File: config.mk
export PLATFORM = sky130hd
export DESIGN_NAME = mxinv_mul
export DESIGN_NICKNAME = d
export VERILOG_FILES = /design/src/sv/mxinv_pkg.sv /design/src/sv/mxinv_mul.sv
export SDC_FILE = /design/constraint.sdc
export NUM_CORES = 2
export LEC_CHECK = 0
export BUFFER_PORTS_ARGS = -buffer_cell sky130_fd_sc_hd__buf_4
export CAP_MARGIN = 15
export CORE_AREA = 5 5 413 415
export DETAILED_ROUTE_END_ITERATION = 7
export DIE_AREA = 0 0 418 420
export PLACE_DENSITY_LB_ADDON = 0.15
export SLEW_MARGIN = 0
export SYNTH_ARGS = -nofsm -noshare
export SYNTH_HDL_FRONTEND = slang
export SYNTH_SLANG_ARGS = --single-unit
File: constraint.sdc
create_clock -name clk -period 20 [get_ports clk]
set_clock_uncertainty 0.2 [all_clocks]
set_input_delay 4 -clock clk [delete_from_list [all_inputs] [get_ports clk]]
set_output_delay 4 -clock clk [all_outputs]
set_load 0.02 [all_outputs]
File: src/sv/mxinv_pkg.sv
`timescale 1ns / 1ps
// ----------------------------------------------------------------------------
// mxinv_pkg
// Shared types, widths and the cofactor addressing function of the 4x4
// matrix inverse.
// ----------------------------------------------------------------------------
package mxinv_pkg;

	localparam int DATA_WIDTH   = 32;
	localparam int FRAC_BITS_DEF = 16;
	localparam int DIG          = 16;

	localparam logic [3:0] LAST_INDEX = 4'd15;

	typedef struct packed {
		logic signed [DATA_WIDTH-1:0] element_value;
		logic [3:0]                   element_index;
	} element_t;

	typedef struct packed {
		logic signed [DATA_WIDTH-1:0] inverse_value;
		logic [3:0]                   out_index;
		logic                         singular;
		logic                         saturated;
		logic                         last_result;
	} result_t;

	// store address of factor k of triple tr of cofactor ci = {row, col}
	function automatic logic [3:0] elem_addr(input logic [3:0] ci, input logic [2:0] tr,
		input logic [1:0] k);
		logic [1:0] pc;
		logic [1:0] row;
		logic [1:0] col;
		case (tr)
			3'd0: pc = k;
			3'd1: pc = (k == 2'd2) ? 2'd0 : k + 2'd1;
			3'd2: pc = (k == 2'd0) ? 2'd2 : k - 2'd1;
			3'd3: pc = (k == 2'd0) ? 2'd0 : ((k == 2'd1) ? 2'd2 : 2'd1);
			3'd4: pc = (k == 2'd0) ? 2'd1 : ((k == 2'd1) ? 2'd0 : 2'd2);
			default: pc = 2'd2 - k;
		endcase
		row = (k < ci[3:2]) ? k : k + 2'd1;
		col = (pc < ci[1:0]) ? pc : pc + 2'd1;
		return {row, col};
	endfunction

endpackage

File: src/sv/mxinv_mul.sv
`timescale 1ns / 1ps
// ----------------------------------------------------------------------------
// mxinv_mul
// Digit-serial unsigned multiplier: one DIG-bit digit of y per cycle,
// most significant digit first.
// ----------------------------------------------------------------------------
module mxinv_mul import mxinv_pkg::*; #(
	parameter int MW   = 64,
	parameter int YW   = 112,
	parameter int CNTW = 3
) (
	input  logic                clk,
	input  logic                arst_n,
	input  logic                start,
	input  logic [MW-1:0]       m,
	input  logic [YW-1:0]       y,
	input  logic [CNTW-1:0]     top_dig,
	output logic                done,
	output logic [MW+YW-1:0]    p
);

	localparam int PW = MW + YW;

	logic              run_q;
	logic              done_q;
	logic [CNTW-1:0]   cnt_q;
	logic [MW-1:0]     m_q;
	logic [YW-1:0]     y_q;
	logic [PW-1:0]     p_q;
	logic [DIG-1:0]    dig;
	logic [MW+DIG-1:0] prod;

	assign dig  = y_q[cnt_q*DIG +: DIG];
	assign prod = m_q * dig;

	always_ff @(posedge clk or negedge arst_n) begin
		if (!arst_n) begin
			run_q  <= 1'b0;
			done_q <= 1'b0;
			cnt_q  <= '0;
		end else begin
			done_q <= 1'b0;
			if (start) begin
				run_q <= 1'b1;
				cnt_q <= top_dig;
			end else if (run_q) begin
				cnt_q <= cnt_q - 1'b1;
				if (cnt_q == '0) begin
					run_q  <= 1'b0;
					done_q <= 1'b1;
				end
			end
		end
	end

	always_ff @(posedge clk) begin
		if (start) begin
			m_q <= m;
			y_q <= y;
			p_q <= '0;
		end else if (run_q) begin
			p_q <= (p_q << DIG) + PW'(prod);
		end
	end

	assign done = done_q;
	assign p    = p_q;

endmodule

==> flow_summary.ini <==
[yosys]
synth_area_per_cell_um2 = 9.04
yosysWarnings = 0
synthFlopType = edfxtp_1
syn_area_um2 = 49600
postSynth.asyncResetShare = 0.0140
ys_seq_area_frac = 0.180
yosys.area.top_type = fa_1
synthTopCellsByCount = inv_1, fa_1, nand2_1
synth.distinct_cells = 83
ys_seq_elements = 357
synth_top_area_share = 0.375
syn_inst = 5486
netlist_top_cells_area = fa_1, edfxtp_1, inv_1
syn_nets = 6768
synth_edf_count = 176
synth_most_common_cell = inv_1

[global_routing]
use_met3 = 0.0406
grt_pass1_vias = 42004
grt-busiest-layer = met2
use_met1 = 0.279
antenna_found_initial = 6
met2_usage = 0.358
grt-ovfl-total = 0
grtUsageTotal = 0.214
grt_first_pass_wirelength_mm = 280
grt_max_degree = 73

[detailed_routing]
vias = 38891
vias_per_cell = 4.92
routedWlPerCell_um = 23.6
drc_errors = 0
drt_pass1_iterations = 6
drt.antenna.violating_nets = 0
routed_wl_mm = 187
drt_iter0_markers = 2435

[worst_setup_path]
path_class = flip-flop to flip-flop
crit_arrival_ps = 11160
r2r-start = cnt_q[0]$_DFFE_PN0P_
critPathLaunchType = flip-flop
crit_fanout = 42
cp_num_buf_inv = 5
crit_top_cell = fa_1
cp-end-kind = flip-flop
cpMaxStageDelayCell = a21oi_4
critPathTopFamily = adder cells
cp_slowest_stage_delay_ps = 980
crit_path_start = cnt_q[0]$_DFFE_PN0P_
worstPathRequired_ps = 20380

[die]
chipHeight_um = 420
start_util = 0.298
core_area_um2 = 166000
die_area_um2 = 176000
ios = 359
die_x_um = 418
rows = 150

[finish]
final-seq-area_um2 = 8940
synthToLayoutAreaGrowth_pct = 13.4
nNetsFinal = 6938
n_fill_cell = 17484
drive_gt1_frac = 0.103
final_core_utilization = 0.338
multi_input_area_um2 = 35600

[clock_network]
tritoncts = built
cts.htree.levels = 2
cts.path.max_buffers = 3
cts-buffers-inserted = 48
worstSkewPairLatency_ps = 690
clk_pin_slew_worst_paths_ps = 60
cts-resized-gates = 0
cts-root-buf = clkbuf_16
post_cts_buffers = 0
clock_sinks = 357
cts_hold_buf = 0

[sta]
finalHoldViolCount = 0
rsz0062_at_grt = false
setup_tns_ps = 0
tightest_slew_ps = 1210
fmax_mhz = 92.7
finalSetupViolations = 0
slew_headroom = 0.194
finalMaxSlewViolations = 0
period_minus_slack_ps = 10790
timing.final.crit_share = 0.539

[status]
outcome = finished, final reports clean

[worst_hold_path]
min_path_type = flip-flop to flip-flop
hold_path_startpoint = p[160]$_SDFFE_PP0P_

[placed_design]
gp_congestion = 0.884
portBuffers = 358
dpl.hpwl_mm = 146

[run]
maxCapViolations = 0
## worst reg2reg max path, cell delays in order (launching register included)
cell      delay (ps)
dfrtp_2          490
nor2_1           710
a21oi_1          270
a21oi_4          980
buf_4            670
and2_1           320
fa_1             400
inv_1            100
fa_1             440
fa_1             510
inv_1             50
fa_1             480
fa_1             560
inv_1             60
fa_1             500
inv_1             50
ha_1             470
nand4_1          190
nor3_1           730
nand2_1          220
nor4_1           200
a21boi_0         350
o31a_1           290
o21bai_1         330
a311oi_1         690
nand3_1          150
a311oi_1         290
## area by class of cell
type                    count  share of cell area
repair buffers            416              0.0556
well taps                2204              0.0490
diodes                      2           0.0000890
clock inverters            31             0.00681
clock buffers              58              0.0231
flip-flops and latches    357               0.159
multi-input cells        3738               0.633
inverters                1095              0.0731
## metrics by stage
step | cells | worst slack (ps) | instance area, um^2 | hold slack (ps)
3_3_place_gp | 7809 | 9140 | 54600 | 243
2_1_floorplan | 5486 | 11570 | 49600 | 323
4_1_cts | 7899 | 9160 | 56200 | 255
5_1_grt | 7899 | 8660 | 56200 | 309
3_5_place_dp | 7810 | 9270 | 54600 | 242
6_report | 7901 | 9210 | 56200 | 253
## cells by family after synthesis
logic type | count (synthesis) | share of synthesized area
fa+ha+maj | 1100 | 0.418
buf+inv | 1391 | 0.106
compound gates | 553 | 0.0733
mux | 74 | 0.0190
simple gates | 1871 | 0.179
flops | 357 | 0.180
xor+xnor | 140 | 0.0247
## layout by cell type, fill, tap and decap left out, types with 8 or more instances in the layout
cell,n
xnor2_1,98
a221oi_1,8
nor2b_1,174
o21ai_1,16
dfxtp_1,176
a21o_1,44
nand2b_1,37
mux2i_1,58
o21bai_1,24
and3_1,24
xor2_1,42
a21oi_4,13
and4_1,16
nand2_1,872
nor3_1,55
a311oi_1,12
ha_1,170
mux4_2,16
a2111oi_0,9
inv_1,1094
edfxtp_1,176
nand4_1,77
clkbuf_16,49
o31ai_1,8
o21ai_0,122
a31oi_1,11
fa_1,930
or2_2,8
nor2_1,250
a21oi_1,148
buf_4,414
and2_1,212
clkinvlp_4,8
a211oi_1,52
or3_1,11
o21a_1,8
nor4_1,29
nand3_1,74
a2111oi_2,12
o211ai_1,9
## metal layers
metal	part of all wire	vias to the layer above
li1	-	17239
met1	0.42	20066
met2	0.48	1337
met3	0.066	247
met4	0.037	2
met5	0.000075	-
## registers in the layout, summed over array words and instances (netlist names)
register,count
p,176
y_q,112
run_q,1
cnt_q,3
done,1
m_q,64
## worst paths after layout
check,end,slack (ps),cells after the start
worst max-delay path,p[166]$_SDFFE_PP0P_,9210,26
worst min-delay path,p[160]$_SDFFE_PP0P_,250,2
worst max register to register,p[166]$_SDFFE_PP0P_,9210,26
worst min register to register,p[160]$_SDFFE_PP0P_,250,2
max in group asynchronous,run_q$_DFF_PN0_,16550,1
min in group asynchronous,cnt_q[2]$_DFFE_PN0P_,2920,1
Power is left out: the tool's default activity adds up to more than one toggle a clock period on the data nets, which glitch-free logic cannot reach.
